--- src/hdl/zws_pkg.sv ---
// zws_pkg: shared types and codes of the zoned window stack
// command and status codes, list entry type and cell control type
// no dependencies
package zws_pkg;

	localparam int ID_W  = 16;
	localparam int OUT_W = 5;

	// command codes
	localparam logic [1:0] OP_FIND   = 2'd0;
	localparam logic [1:0] OP_REMOVE = 2'd1;
	localparam logic [1:0] OP_RAISE  = 2'd2;
	localparam logic [1:0] OP_LOWER  = 2'd3;

	// result status codes
	localparam logic [1:0] ST_DONE    = 2'd0;
	localparam logic [1:0] ST_PRESENT = 2'd1;
	localparam logic [1:0] ST_ABSENT  = 2'd2;
	localparam logic [1:0] ST_FULL    = 2'd3;

	// how a cell marks the insertion point in the compacted list
	localparam logic [1:0] STOP_ZONE = 2'd0; // first back-zone or empty slot
	localparam logic [1:0] STOP_NONE = 2'd1; // no insertion
	localparam logic [1:0] STOP_ALL  = 2'd2; // insert at the front
	localparam logic [1:0] STOP_END  = 2'd3; // insert after the last entry

	typedef struct packed {
		logic [ID_W-1:0] id;
		logic            zone;
		logic            valid;
	} entry_t;

	typedef struct packed {
		logic       cmp_en;    // beat accepted: capture compare result
		logic       load;      // commit the shifted list
		logic [1:0] stop_mode;
	} cell_ctl_t;

endpackage

--- src/hdl/zws_prefix_or.sv ---
// zws_prefix_or: log-depth prefix OR over a row of cell flags
// bit i of the result is the OR of bits 0 to i of the input
// no dependencies
module zws_prefix_or #(
	parameter int N = 16
) (
	input  logic [N-1:0] flags,
	output logic [N-1:0] prefix
);

	localparam int LV = (N > 1) ? $clog2(N) : 1;

	logic [N-1:0] lvl [LV+1];

	// doubling span at each level
	always_comb begin
		lvl[0] = flags;
		for (int s = 0; s < LV; s++) begin
			for (int i = 0; i < N; i++) begin
				if (i < (1 << s))
					lvl[s+1][i] = lvl[s][i];
				else
					lvl[s+1][i] = lvl[s][i] | lvl[s][i - (1 << s)];
			end
		end
	end

	assign prefix = lvl[LV];

endmodule

--- src/hdl/zws_cell.sv ---
// zws_cell: one slot of the stacking list
// holds an entry, compares it, and shifts toward its neighbors; uses zws_pkg
// driven by zoned_window_stack
module zws_cell (
	input  logic                        clk,
	input  logic                        arst_n,
	input  zws_pkg::cell_ctl_t          ctl,
	input  logic [zws_pkg::ID_W-1:0]    cmp_id,
	input  logic                        ge_in,
	input  zws_pkg::entry_t             new_ent,
	input  zws_pkg::entry_t             right_ent,
	input  zws_pkg::entry_t             left_prime,
	input  logic                        lt_prev,
	input  logic                        lt_self,
	output zws_pkg::entry_t             ent,
	output zws_pkg::entry_t             prime,
	output logic                        hit,
	output logic                        stop
);

	logic            valid_q;
	logic [zws_pkg::ID_W-1:0] id_q;
	logic            zone_q;
	logic            ge_q;
	zws_pkg::entry_t nxt;

	assign ent.id    = id_q;
	assign ent.zone  = zone_q;
	assign ent.valid = valid_q;

	// match against the incoming command
	assign hit = valid_q && (id_q == cmp_id);

	// view of this slot once the matched entry is taken out
	assign prime = ge_q ? right_ent : ent;

	// insertion point marker
	always_comb begin
		unique case (ctl.stop_mode)
			zws_pkg::STOP_ZONE: stop = !prime.valid || !prime.zone;
			zws_pkg::STOP_NONE: stop = 1'b0;
			zws_pkg::STOP_ALL:  stop = 1'b1;
			zws_pkg::STOP_END:  stop = !prime.valid;
			default:            stop = 1'b0;
		endcase
	end

	// before, at, or after the insertion point
	always_comb begin
		priority if (lt_self)
			nxt = prime;
		else if (lt_prev)
			nxt = new_ent;
		else
			nxt = left_prime;
	end

	// control state
	always_ff @(posedge clk or negedge arst_n) begin
		if (!arst_n) begin
			valid_q <= 1'b0;
			ge_q    <= 1'b0;
		end else begin
			if (ctl.cmp_en)
				ge_q <= ge_in;
			if (ctl.load)
				valid_q <= nxt.valid;
		end
	end

	// payload
	always_ff @(posedge clk) begin
		if (ctl.load) begin
			id_q   <= nxt.id;
			zone_q <= nxt.zone;
		end
	end

endmodule

--- src/hdl/zoned_window_stack.sv ---
// zoned_window_stack: ordered window stacking list with an on-top zone
// top level; uses zws_pkg, zws_cell and zws_prefix_or
// For each command, every cell compares its identifier with the command at the
// edge that accepts the beat, and the row of cells shifts by one place toward
// the front or the back when the command commits, which also loads the result
// register. The row holds STACK_DEPTH cells; the insertion point is
// found by a prefix OR across the row. A new beat is taken once the previous
// command has shifted the row; if the previous result has not been taken, the
// shift waits for it. The list is empty after reset.
module zoned_window_stack #(
	parameter int STACK_DEPTH = 16
) (
	input  logic                         clk,
	input  logic                         arst_n,
	input  logic                         in_valid,
	output logic                         in_ready,
	input  logic [1:0]                   op,
	input  logic [zws_pkg::ID_W-1:0]     window_id,
	input  logic                         on_top,
	output logic                         out_valid,
	input  logic                         out_ready,
	output logic [1:0]                   status,
	output logic [zws_pkg::OUT_W-1:0]    position,
	output logic [zws_pkg::OUT_W-1:0]    entry_count
);

	localparam int N  = STACK_DEPTH;
	localparam int IW = $clog2(N);
	localparam int CW = $clog2(N + 1);
	localparam int XW = (CW > zws_pkg::OUT_W) ? CW : zws_pkg::OUT_W;
	localparam logic [CW-1:0] DEPTH_C = CW'(N);

	localparam logic S_IDLE = 1'b0;
	localparam logic S_UPD  = 1'b1;

	logic                      state_q;
	logic [1:0]                op_q;
	logic [zws_pkg::ID_W-1:0]  id_q;
	logic                      top_q;
	logic                      found_q;
	logic [IW-1:0]             pidx_q;
	logic [CW-1:0]             used_q;
	logic                      out_valid_q;
	logic [1:0]                status_q;
	logic [zws_pkg::OUT_W-1:0] position_q;
	logic [zws_pkg::OUT_W-1:0] count_q;

	zws_pkg::entry_t    ent   [N];
	zws_pkg::entry_t    prime [N];
	zws_pkg::entry_t    new_ent;
	zws_pkg::cell_ctl_t ctl;
	logic [N-1:0] hit;
	logic [N-1:0] ge;
	logic [N-1:0] stop;
	logic [N-1:0] stop_pre;
	logic [N-1:0] lt;
	logic [N-1:0] eq;

	logic          accept;
	logic          commit;
	logic          full;
	logic          refused;
	logic          change;
	logic [1:0]    stop_mode;
	logic          any_hit;
	logic [IW-1:0] hit_idx;
	logic [IW-1:0] w_idx;
	logic [CW-1:0] used_nxt;
	logic [1:0]    status_nxt;
	logic [CW-1:0] pos_nxt;
	logic [XW-1:0] pos_x;
	logic [XW-1:0] cnt_x;

	assign in_ready = (state_q == S_IDLE);
	assign accept   = in_valid && in_ready;
	assign commit   = (state_q == S_UPD) && (!out_valid_q || out_ready);

	// row of cells
	assign new_ent.id    = id_q;
	assign new_ent.zone  = top_q;
	assign new_ent.valid = 1'b1;

	assign ctl.cmp_en    = accept;
	assign ctl.load      = commit && change;
	assign ctl.stop_mode = stop_mode;

	for (genvar g = 0; g < N; g++) begin : g_cell
		zws_pkg::entry_t right_e;
		zws_pkg::entry_t left_p;
		logic            lt_p;

		if (g == N - 1) begin : g_last
			assign right_e = '0;
		end else begin : g_mid
			assign right_e = ent[g+1];
		end

		if (g == 0) begin : g_first
			assign left_p = '0;
			assign lt_p   = 1'b1;
		end else begin : g_rest
			assign left_p = prime[g-1];
			assign lt_p   = lt[g-1];
		end

		assign eq[g] = lt_p && !lt[g];

		zws_cell u_cell (
			.clk        (clk),
			.arst_n     (arst_n),
			.ctl        (ctl),
			.cmp_id     (window_id),
			.ge_in      (ge[g]),
			.new_ent    (new_ent),
			.right_ent  (right_e),
			.left_prime (left_p),
			.lt_prev    (lt_p),
			.lt_self    (lt[g]),
			.ent        (ent[g]),
			.prime      (prime[g]),
			.hit        (hit[g]),
			.stop       (stop[g])
		);
	end

	// slots at or after the matched entry
	zws_prefix_or #(.N(N)) u_hit_pre (
		.flags  (hit),
		.prefix (ge)
	);

	// slots before the insertion point
	zws_prefix_or #(.N(N)) u_stop_pre (
		.flags  (stop),
		.prefix (stop_pre)
	);
	assign lt = ~stop_pre;

	// encode matched slot and insertion slot (both one-hot)
	always_comb begin
		any_hit = |hit;
		hit_idx = '0;
		w_idx   = '0;
		for (int i = 0; i < N; i++) begin
			if (hit[i])
				hit_idx = hit_idx | IW'(i);
			if (eq[i])
				w_idx = w_idx | IW'(i);
		end
	end

	// command decode for the shift cycle
	assign full    = (used_q == DEPTH_C);
	assign refused = !found_q && full && (op_q != zws_pkg::OP_REMOVE);

	always_comb begin
		unique case (op_q)
			zws_pkg::OP_FIND: begin
				stop_mode = zws_pkg::STOP_ZONE;
				change    = !found_q && !full;
			end
			zws_pkg::OP_REMOVE: begin
				stop_mode = zws_pkg::STOP_NONE;
				change    = found_q;
			end
			zws_pkg::OP_RAISE: begin
				stop_mode = top_q ? zws_pkg::STOP_ALL : zws_pkg::STOP_ZONE;
				change    = !refused;
			end
			zws_pkg::OP_LOWER: begin
				stop_mode = zws_pkg::STOP_END;
				change    = !refused;
			end
			default: begin
				stop_mode = zws_pkg::STOP_NONE;
				change    = 1'b0;
			end
		endcase
	end

	// result of the command
	always_comb begin
		used_nxt   = used_q;
		status_nxt = zws_pkg::ST_DONE;
		pos_nxt    = DEPTH_C;
		unique case (op_q)
			zws_pkg::OP_FIND: begin
				if (found_q) begin
					status_nxt = zws_pkg::ST_PRESENT;
					pos_nxt    = CW'(pidx_q);
				end else if (full) begin
					status_nxt = zws_pkg::ST_FULL;
				end else begin
					pos_nxt  = CW'(w_idx);
					used_nxt = used_q + CW'(1);
				end
			end
			zws_pkg::OP_REMOVE: begin
				if (found_q)
					used_nxt = used_q - CW'(1);
				else
					status_nxt = zws_pkg::ST_ABSENT;
			end
			default: begin
				if (refused) begin
					status_nxt = zws_pkg::ST_FULL;
				end else begin
					pos_nxt = CW'(w_idx);
					if (!found_q)
						used_nxt = used_q + CW'(1);
				end
			end
		endcase
	end

	assign pos_x = XW'(pos_nxt);
	assign cnt_x = XW'(used_nxt);

	// sequencer, command capture and fill count
	always_ff @(posedge clk or negedge arst_n) begin
		if (!arst_n) begin
			state_q     <= S_IDLE;
			used_q      <= '0;
			out_valid_q <= 1'b0;
		end else begin
			unique case (state_q)
				S_IDLE: if (accept) state_q <= S_UPD;
				S_UPD:  if (commit) state_q <= S_IDLE;
				default: state_q <= S_IDLE;
			endcase
			if (commit)
				used_q <= used_nxt;
			if (commit)
				out_valid_q <= 1'b1;
			else if (out_ready)
				out_valid_q <= 1'b0;
		end
	end

	// command payload
	always_ff @(posedge clk) begin
		if (accept) begin
			op_q    <= op;
			id_q    <= window_id;
			top_q   <= on_top;
			found_q <= any_hit;
			pidx_q  <= hit_idx;
		end
	end

	// result register
	always_ff @(posedge clk) begin
		if (commit) begin
			status_q   <= status_nxt;
			position_q <= pos_x[zws_pkg::OUT_W-1:0];
			count_q    <= cnt_x[zws_pkg::OUT_W-1:0];
		end
	end

	assign out_valid   = out_valid_q;
	assign status      = status_q;
	assign position    = position_q;
	assign entry_count = count_q;

endmodule

--- config.mk ---
export PLATFORM = sky130hd
export DESIGN_NAME = zoned_window_stack
export DESIGN_NICKNAME = d
export VERILOG_FILES = /design/src/hdl/zws_pkg.sv /design/src/hdl/zws_prefix_or.sv /design/src/hdl/zws_cell.sv /design/src/hdl/zoned_window_stack.sv
export SDC_FILE = /design/constraint.sdc
export NUM_CORES = 1
export LEC_CHECK = 0
export BUFFER_PORTS_ARGS = -buffer_cell sky130_fd_sc_hd__buf_2
export CORE_MARGIN = 2
export CORE_UTILIZATION = 30
export CTS_BUF_LIST = sky130_fd_sc_hd__clkbuf_8
export DETAILED_ROUTE_END_ITERATION = 10
export PLACE_DENSITY = 0.46
export SYNTH_ARGS = -nofsm -noshare
export SYNTH_HDL_FRONTEND = slang
export SYNTH_SLANG_ARGS = --single-unit
--- constraint.sdc ---
create_clock -name clk -period 10.7 [get_ports clk]
set_input_delay 1.605 -clock clk [delete_from_list [all_inputs] [get_ports clk]]
set_output_delay 1.605 -clock clk [all_outputs]
set_load 0.005 [all_outputs]
# ---- Word level (Yosys, flattened, before mapping)
# Index checks and enable logic that the tools add are counted.
dict set report op_classes {
  addsub 2
  n_eq_ne 25
  mux 114
  n_bitwise 100
  n_reduce_logical 114
}
# cell count
set ops {}
lappend ops {{$mux 18} 47}
lappend ops {{$eq 16x16->1} 16}
lappend ops {{$or 1x1->1} 98}
lappend ops {{$pmux 1 s4} 16}
lappend ops {{$mux 4} 14}
lappend ops {{$logic_not 1->1} 51}
lappend ops {{$mux 5} 8}
lappend ops {{$logic_and 1x1->1} 37}
lappend ops {{$mux 3} 8}
lappend ops {{$pmux 5 s2} 2}
lappend ops {{$mux 2} 9}
lappend ops {{$logic_or 1x1->1} 17}
lappend ops {{$not 16->16} 1}
lappend ops {{$reduce_or 16->1} 1}
lappend ops {{$eq 2x2->1 const B} 4}
lappend ops {{$pmux 2 s4} 1}
lappend ops {{$reduce_or 8->1} 1}
lappend ops {{$mux 1} 6}
lappend ops {{$add 5x1->5 const B} 1}
lappend ops {{$eq 5x5->1 const B} 1}
lappend ops {{$sub 5x1->5 const B} 1}
lappend ops {{$eq 2x1->1 const B} 2}
lappend ops {{$logic_not 2->1} 2}
lappend ops {{$ne 2x1->1 const B} 2}
lappend ops {{8 further kinds} 9}
dict set report totals {
  ff_bits 347
  output_inout_bits 14
  elab_cells 433
}

# ---- Depth between registers and ports, before layout
# Gate-level depths: netlist (run 1).
dict set report logic_depth {
  word_depth 29
  depth_mapped 12
  depth_no_buf 9
}

# ---- Modules after synthesis
# Synthesis (run 1) repeated with hierarchy kept, for this count alone.
dict set report unflattened {
  hier_cells 2296
  area_unflattened_um2 24715.0
}
# mod n_inst cells_per_inst area_per_inst_um2 seq_area_each_um2
set modules_own_cells {}
lappend modules_own_cells {{zws_cell (g_cell[0].u_cell ...)} 10 128 1383.8 560.5}
lappend modules_own_cells {{zws_cell (g_cell[4].u_cell ...)} 6 129 1396.3 560.5}
lappend modules_own_cells {zoned_window_stack 1 202 2213.4 1256.2}
lappend modules_own_cells {zws_prefix_or 2 20 142.6 0.0}

# ---- Worst setup path after synthesis (run 1)
# No wires, ideal clock.
dict set report synth_path {
  path_type {input port to flip-flop}
  startpoint {input port out_ready}
  endpoint {register g_cell[9].u_cell.valid_q}
  t_arrival_ns 8.432
  slack_ns 2.117
  cell_stages 8
  cell_sequence {nand2b_1 > nand2_1 > inv_1 > o21ai_0 > nand2b_1 > inv_1 > o21ai_0 > a22o_1}
}
# item line
set synth_rtl {}
lappend synth_rtl {{start, declared} zoned_window_stack.sv:21} ;# input logic out_ready,
lappend synth_rtl {{end signal, assigned} zws_cell.sv:67} ;# valid_q <= nxt.valid;
lappend synth_rtl {{end, declared} zws_cell.sv:21} ;# logic valid_q;

==> results of run 1 <==
worst paths after layout:
kind / startpoint / to / slack, ns
worst max-delay path: g_cell[1].u_cell.ge_q / g_cell[6].u_cell.id_q[9] / 5.88
worst min-delay path: state_q / out_valid / 0.53
worst max register to register: g_cell[1].u_cell.ge_q / g_cell[6].u_cell.id_q[9] / 5.88
worst min register to register: state_q / out_valid / 0.53
max in group asynchronous: arst_n / g_cell[13].u_cell.ge_q / 8.89
min in group asynchronous: arst_n / used_q[2] / 1.12
critical path, cell delays in order, from the launching register on:
cell and delay [ns]:
dfrtp_1 0.98, mux2i_1 0.36, a2111oi_2 0.48, o211ai_1 0.13, buf_4 0.35, nor2_4 0.73
nand2_2 0.83, a211oi_1 0.54, a21oi_1 0.07
final cells by class:
class / count / area [um2]
Fill cell: 8021 / 51700
Multi-Input combinational cell: 1707 / 12500
Sequential cell: 347 / 10200
Tap cell: 1040 / 1300
Clock buffer: 76 / 1050
Timing Repair Buffer: 74 / 465
Clock inverter: 47 / 228
Inverter: 13 / 56.3
Yosys cell counts, types with 6 or more instances:
cell and n:
mux2i_1 389, edfxtp_1 308, nand2_1 188, xor2_1 170, a21oi_1 135, nor2_1 125, clkbuf_1 119, o21ai_0 107
xnor2_1 92, a211oi_1 74, mux2_2 56, nor4_1 51, buf_2 39, dfrtp_1 39, o221ai_1 34, nor3_1 32
nand4_1 30, buf_1 29, nand3_1 25, inv_1 13, nor4b_1 13, a211oi_2 12, nand3b_1 11, and2_4 10
nand2b_1 10, a21o_1 9, and2_1 9, nor2b_1 8, a31oi_1 7, and3_1 7, o22a_1 7, a221oi_1 6
buf_4 6, or2_2 6, or4_1 6
metrics by stage:
stage               std cells  hold slack, ns
detailed placement       3181           0.517
floorplan                2263           0.482
global placement         3181           0.510
global route             3304           0.549
CTS                      3304           0.527
finish                   3304           0.528
power breakdown:
| part | internal [mW] | switching (mW) |
|---|---|---|
| clock network | 0.675 | 0.638 |
| logic | 1.09 | 1.64 |
| registers | 2.25 | 0.654 |
| total | 4.02 | 2.93 |
kinds of logic (layout without fill, tap and decap cells):
kind of cell | count (synthesis) | count (layout)
simple gates | 555 | 555
buf+inv | 209 | 210
flops | 347 | 347
compound gates | 443 | 443
xor+xnor | 262 | 262
mux | 445 | 445
fa+ha+maj | 2 | 2
metal layers:
layer  global-route usage  vias to the layer above
met5                    0                        -
met4               0.0693                        0
met3               0.0343                      179
met2                0.338                      577
met1                0.256                     9104
li1                     -                     8356
flip-flops by register name, summed over array words and instances (netlist names), 5 cells and up:
signal,count
entry_count,5
used_q,5
id_q,16
g_cell.u_cell.zone_q,16
position,5
g_cell.u_cell.ge_q,16
g_cell.u_cell.id_q,256
g_cell.u_cell.valid_q,16
==> insert_results.sql, run 1 <==
INSERT INTO impl_metrics (metric_group, metric, value, unit) VALUES
('worst_setup_path', 'critical_path_class', 'flop to flop', ''),
('route', 'm1WireLength', '35600', 'um'),
('sta', 'finalSetupViolations', '0', ''),
('final_layout', 'share_of_layout_cells_above_drive_strength_1', '0.117', ''),
('yosys', 'synth_top_area_frac', '0.392', ''),
('placed_design', 'placement.io_buffers', '36', ''),
('sta', 'final_max_slew_viol_count', '0', ''),
('clocking', 'cts.root.buffer_cell', 'clkbuf_8', ''),
('yosys', 'synthXorXnorAreaFrac', '0.0973', ''),
('sta', 'final_min_period_over_clock_period', '0.450', ''),
('clocking', 'cts_buffers', '69', ''),
('sta', 'number_of_hold_violations_in_the_final_report', '0', ''),
('clocking', 'clock_tree.buffer_depth', '3', ''),
('sta', 'period_needed', '4.82', 'ns'),
('sta', 'unrepaired_setup_endpoints_after_global_routing', 'no', ''),
('global_routing', 'grt_first_pass_wirelength', '123000', 'um'),
('yosys', 'dominantRegCellSynth', 'edfxtp_1', ''),
('worst_setup_path', 'critPathMaxFanout', '55', ''),
('yosys', 'post_synth_num_cell_types', '73', ''),
('clocking', 'post-cts-setup-buffer-count', '0', ''),
('final_layout', 'finish.instance_area', '25900', 'um2'),
('yosys', 'yosys.area_share.simple', '0.118', ''),
('final_layout', 'fin_util', '0.333', ''),
('floorplanning', 'die_y', '284', 'um'),
('route', 'top_signal_layer_used', 'met4', ''),
('global_routing', 'pin_count_of_the_biggest_net_entering_global_routing', '142', ''),
('yosys', 'synthDominantAreaCellType', 'edfxtp_1', ''),
('floorplanning', 'start_util', '0.304', ''),
('clocking', 'worstSkewPairLatency', '0.67', 'ns'),
('power', 'power_per_cell_area', '269', 'nW/um2'),
('final_layout', 'leading_cell_types_in_the_layout_fill_and_taps_excluded', '389 x mux2i_1, 308 x edfxtp_1, 186 x nand2_1', ''),
('worst_hold_path', 'hold_class', 'flop to flop', ''),
('placed_design', 'dpl.hpwl', '55600', 'um'),
('sta', 'worst_pin_slew', '1.29', 'ns'),
('floorplanning', 'fp.coreArea', '77600', 'um2'),
('power', 'irDropWorstVdd', '174', 'uV'),
('worst_setup_path', 'critPathArrivalTime', '5.17', 'ns'),
('clocking', 'total_of_cells_resized_after_clock_tree_synthesis', '0', ''),
('floorplanning', 'io_pins', '37', ''),
('global_routing', 'first_global_vias', '18800', ''),
('yosys', 'synth.yosys.warnings', '0', ''),
('global_routing', 'global_route.overflow_total', '0', ''),
('final_layout', 'num-nets-final', '2237', ''),
('run_status', 'status', 'finished, final reports clean', ''),
('sta', 'setup_tns', '0', 'ns'),
('floorplanning', 'die_width', '284', 'um'),
('route', 'remaining_drc_errors', '0', ''),
('route', 'met3_length', '4340', 'um'),
('worst_setup_path', 'setup.worst_path.end_class', 'flop', ''),
('worst_setup_path', 'setup.worst_path.start_class', 'flop', ''),
('final_layout', 'antenna_cells_inserted', '0', ''),
('yosys', 'synth_enable_flop_cells', '308', ''),
('yosys', 'synth_top_family_by_area', 'multiplexers', ''),
('placed_design', 'detailed_place.area', '24600', 'um2'),
('clocking', 'cts.hold.buffers_added', '0', ''),
('global_routing', 'initial_antenna_violation_count', '1', ''),
('route', 'routed_wire_length_per_instance', '25.0', 'um'),
('job', 'max-cap-violations', '0', ''),
('yosys', 'synth-compound-area-share', '0.122', ''),
('final_layout', 'layout-area-overhead-vs-synth', '9.63', '%'),
('power', 'power.leakage', '8.93', 'nW'),
('floorplanning', 'num_rows', '102', ''),
('worst_setup_path', 'critical_path_required', '11.05', 'ns'),
('global_routing', 'global_route_usage_sum', '0.200', ''),
('route', 'met2_length', '39900', 'um'),
('placed_design', 'gp_congestion', '0.845', ''),
('route', 'routed_via_density', '5.51', ''),
('power', 'design_power_total', '6.95', 'mW'),
('yosys', 'post_synth_instance_area', '23600', 'um2'),
('final_layout', 'mostFrequentLayoutCell', 'mux2i_1', ''),
('yosys', 'synthArstFlopShare', '0.112', '');
No activity file was read; power rests on OpenSTA's default activity.
==> run 2: changes to the inputs <==
--- a/config.mk
+++ b/config.mk
@@ -10,7 +10,7 @@
 export CORE_UTILIZATION = 30
 export CTS_BUF_LIST = sky130_fd_sc_hd__clkbuf_8
 export DETAILED_ROUTE_END_ITERATION = 10
-export PLACE_DENSITY = 0.46
+export PLACE_DENSITY = 0.48
 export SYNTH_ARGS = -nofsm -noshare
 export SYNTH_HDL_FRONTEND = slang
 export SYNTH_SLANG_ARGS = --single-unit
==> constraint.sdc (replaced) <==
create_clock -name clk -period 3.86 [get_ports clk]
set_input_delay 0.579 -clock clk [delete_from_list [all_inputs] [get_ports clk]]
set_output_delay 0.579 -clock clk [all_outputs]
set_load 0.005 [all_outputs]
==> run 2 against run 1 <==
Wire length increased by 2.3%; clock power increased to 2.9 times the previous value; first-iteration DRC count increased by 7.9%; cell area increased by 2.3%; power increased to 2.8 times the previous value; clock-buffer cell count increased by 1; register-to-register slack got worse by 5.4 ns; sequential power increased to 2.7 times the previous value; critical endpoint is now position[3].
==> insert_results.sql, run 2 (synthesis results as in run 1) <==
INSERT INTO impl_metrics (metric_group, metric, value, unit) VALUES
('power', 'p_int', '11.3', 'mW'),
('sta', 'hold_ws', '0.0710', 'ns'),
('placed_design', 'inst_count_dp', '3234', ''),
('clocking', 'cts.reportedPaths.clkPinSlew', '0.06', 'ns'),
('final_layout', 'largest_register_ff_count', '256', ''),
('worst_setup_path', 'critical_path_cell_by_cell', 'nor2b_1 > o21ai_0 > o211a_1 > and4_1 > buf_4 > nand2_2 > buf_12 > a31oi_1 > o31a_1', ''),
('worst_setup_path', 'critPathMaxFanout', '56', ''),
('placed_design', 'pre_cts_ws', '0.407', 'ns'),
('sta', 'final_min_period_over_clock_period', '0.880', ''),
('global_routing', 'pin_count_of_the_biggest_net_entering_global_routing', '73', ''),
('final_layout', 'antenna_cells_inserted', '0', ''),
('power', 'design_power_total', '19.7', 'mW'),
('sta', 'finClkSkew', '0.0582', 'ns'),
('placed_design', 'placement.io_buffers', '36', ''),
('clocking', 'total_of_cells_resized_after_clock_tree_synthesis', '0', ''),
('final_layout', 'leading_cell_types_in_the_layout_fill_and_taps_excluded', '389 x mux2i_1, 308 x edfxtp_1, 185 x nand2_1', ''),
('sta', 'period_needed', '3.40', 'ns'),
('final_layout', 'finish.instance_area', '26400', 'um2'),
('floorplanning', 'io_pins', '37', ''),
('global_routing', 'global_route_usage_sum', '0.206', ''),
('clocking', 'htree_num_levels', '3', ''),
('sta', 'setup_slack', '0.464', 'ns'),
('power', 'pwr-share-comb', '0.407', ''),
('floorplanning', 'fp.coreArea', '77600', 'um2'),
('worst_setup_path', 'critPathArrivalTime', '3.79', 'ns'),
('power', 'power.share.sequential', '0.400', ''),
('sta', 'unrepaired_setup_endpoints_after_global_routing', 'no', ''),
('worst_setup_path', 'worst_path_max_delay_cell', 'nor2b_1', ''),
('clocking', 'cts_buffers', '72', ''),
('final_layout', 'share_of_layout_cells_above_drive_strength_1', '0.142', ''),
('sta', 'setup_tns', '0', 'ns'),
('power', 'irDropWorstVdd', '307', 'uV'),
('power', 'power_switching_share', '0.427', ''),
('worst_setup_path', 'critical_path_required', '4.26', 'ns'),
('sta', 'worst_pin_slew', '1.27', 'ns'),
('route', 'remaining_drc_errors', '0', ''),
('floorplanning', 'num_rows', '102', ''),
('sta', 'final_max_slew_viol_count', '0', ''),
('final_layout', 'registers.top_by_ff_count', 'g_cell.u_cell.id_q', ''),
('global_routing', 'first_global_vias', '19300', ''),
('sta', 'finalSetupViolations', '0', ''),
('worst_setup_path', 'setup.worst_path.start_class', 'flop', ''),
('final_layout', 'layout-area-overhead-vs-synth', '12.1', '%'),
('placed_design', 'detailed_place.area', '25100', 'um2'),
('clocking', 'clock_tree.buffer_depth', '3', ''),
('clocking', 'post-cts-setup-buffer-count', '0', ''),
('floorplanning', 'die-area', '80900', 'um2'),
('sta', 'worst_slew_margin_rel', '0.153', ''),
('route', 'firstDrtPassIters', '6', ''),
('clocking', 'clock_sinks', '347', ''),
('floorplanning', 'start_util', '0.304', ''),
('power', 'p_clk_frac', '0.193', ''),
('placed_design', 'gp_congestion', '0.867', ''),
('route', 'detailed_route_via_count', '18700', ''),
('worst_setup_path', 'critical_path_class', 'flop to flop', ''),
('route', 'routed_wirelength', '84500', 'um'),
('clocking', 'tritoncts', 'yes', ''),
('floorplanning', 'die_width', '284', 'um'),
('route', 'routed_via_density', '5.55', ''),
('power', 'power.leakage', '9.23', 'nW'),
('final_layout', 'post_layout_nonfiller_instances', '3364', ''),
('route', 'routed_wire_length_per_instance', '25.1', 'um'),
('global_routing', 'grt_first_pass_wirelength', '127000', 'um'),
('placed_design', 'dpl.hpwl', '60400', 'um'),
('route', 'postRouteAntennaNets', '0', ''),
('sta', 'number_of_hold_violations_in_the_final_report', '0', ''),
('route', 'dr.first_iter.drc_count', '1554', ''),
('global_routing', 'initial_antenna_violation_count', '5', ''),
('worst_setup_path', 'critical-path-max-stage-delay', '0.67', 'ns'),
('job', 'max-cap-violations', '0', ''),
('floorplanning', 'die_y', '284', 'um'),
('clocking', 'worstSkewPairLatency', '0.71', 'ns'),
('sta', 'fmax', '294', 'MHz'),
('run_status', 'status', 'finished, final reports clean', ''),
('clocking', 'cts.hold.buffers_added', '0', ''),
('power', 'power.net_switching', '8.43', 'mW'),
('worst_hold_path', 'hold_class', 'input pin to asynchronous set/reset pin', ''),
('final_layout', 'mostFrequentLayoutCell', 'mux2i_1', ''),
('clocking', 'cts.root.buffer_cell', 'clkbuf_8', ''),
('global_routing', 'global_route.overflow_total', '0', ''),
('power', 'power_per_cell_area', '746', 'nW/um2'),
('worst_setup_path', 'setup.worst_path.end_class', 'flop', ''),
('final_layout', 'num-nets-final', '2293', ''),
('final_layout', 'fin_util', '0.341', '');
## run 2: cell types whose count changed in the layout (fill, tap and decap cells not counted), sizes merged
| cell | previous run | this run |
|---|---|---|
| inv | 47 | 36 |
| buf | 74 | 127 |
| clkinvlp | 2 | 4 |
| clkinv | 10 | 25 |
| clkbuf | 76 | 77 |
## run 2: cell type report
cell class,instances,area (um2)
timing repair buffer,127,951
multi-input combinational,1707,12600
fill,7951,51100
sequential,347,10200
tap,1040,1300
clock inverter,53,289
inverter,13,56.3
clock buffer,77,1060
## run 2: worst paths after layout
| kind | slack [ns] | from | depth (start not counted) | to |
|---|---|---|---|---|
| worst max-delay path | 0.46 | op_q[0] | 9 | position[3] |
| worst min-delay path | 0.07 | arst_n | 1 | used_q[2] |
| worst max register to register | 0.46 | op_q[0] | 9 | position[3] |
| worst min register to register | 0.52 | used_q[4] | 1 | used_q[4] |
| max in group asynchronous | 3.12 | arst_n | 1 | g_cell[15].u_cell.ge_q |
| min in group clk | 0.08 | op[1] | 1 | op_q[1] |
## run 2: metal layers
layer | track usage | up-vias | routed length (um)
li1 | - | 8462 | -
met2 | 0.332 | 655 | 38800
met3 | 0.0348 | 145 | 5330
met5 | 0 | - | 39
met1 | 0.282 | 9411 | 38000
met4 | 0.0614 | 6 | 2310
## run 2: power groups by stage
stage | logic [mW] | registers [mW] | clock network, mW
finish | 8.03 | 7.89 | 3.80
global placement | 7.84 | 7.92 | 0
global route | 8.77 | 8.06 | 4.05
CTS | 7.98 | 7.88 | 3.90
floorplan | 5.85 | 7.25 | 0
detailed placement | 7.95 | 7.94 | 0
## run 2: critical path, delay by kind of cell, from the launching register on
family          cells  cell delay [ns]
simple gates        3             1.10
flops               1             0.38
compound gates      4             1.10
buf+inv             2             0.53
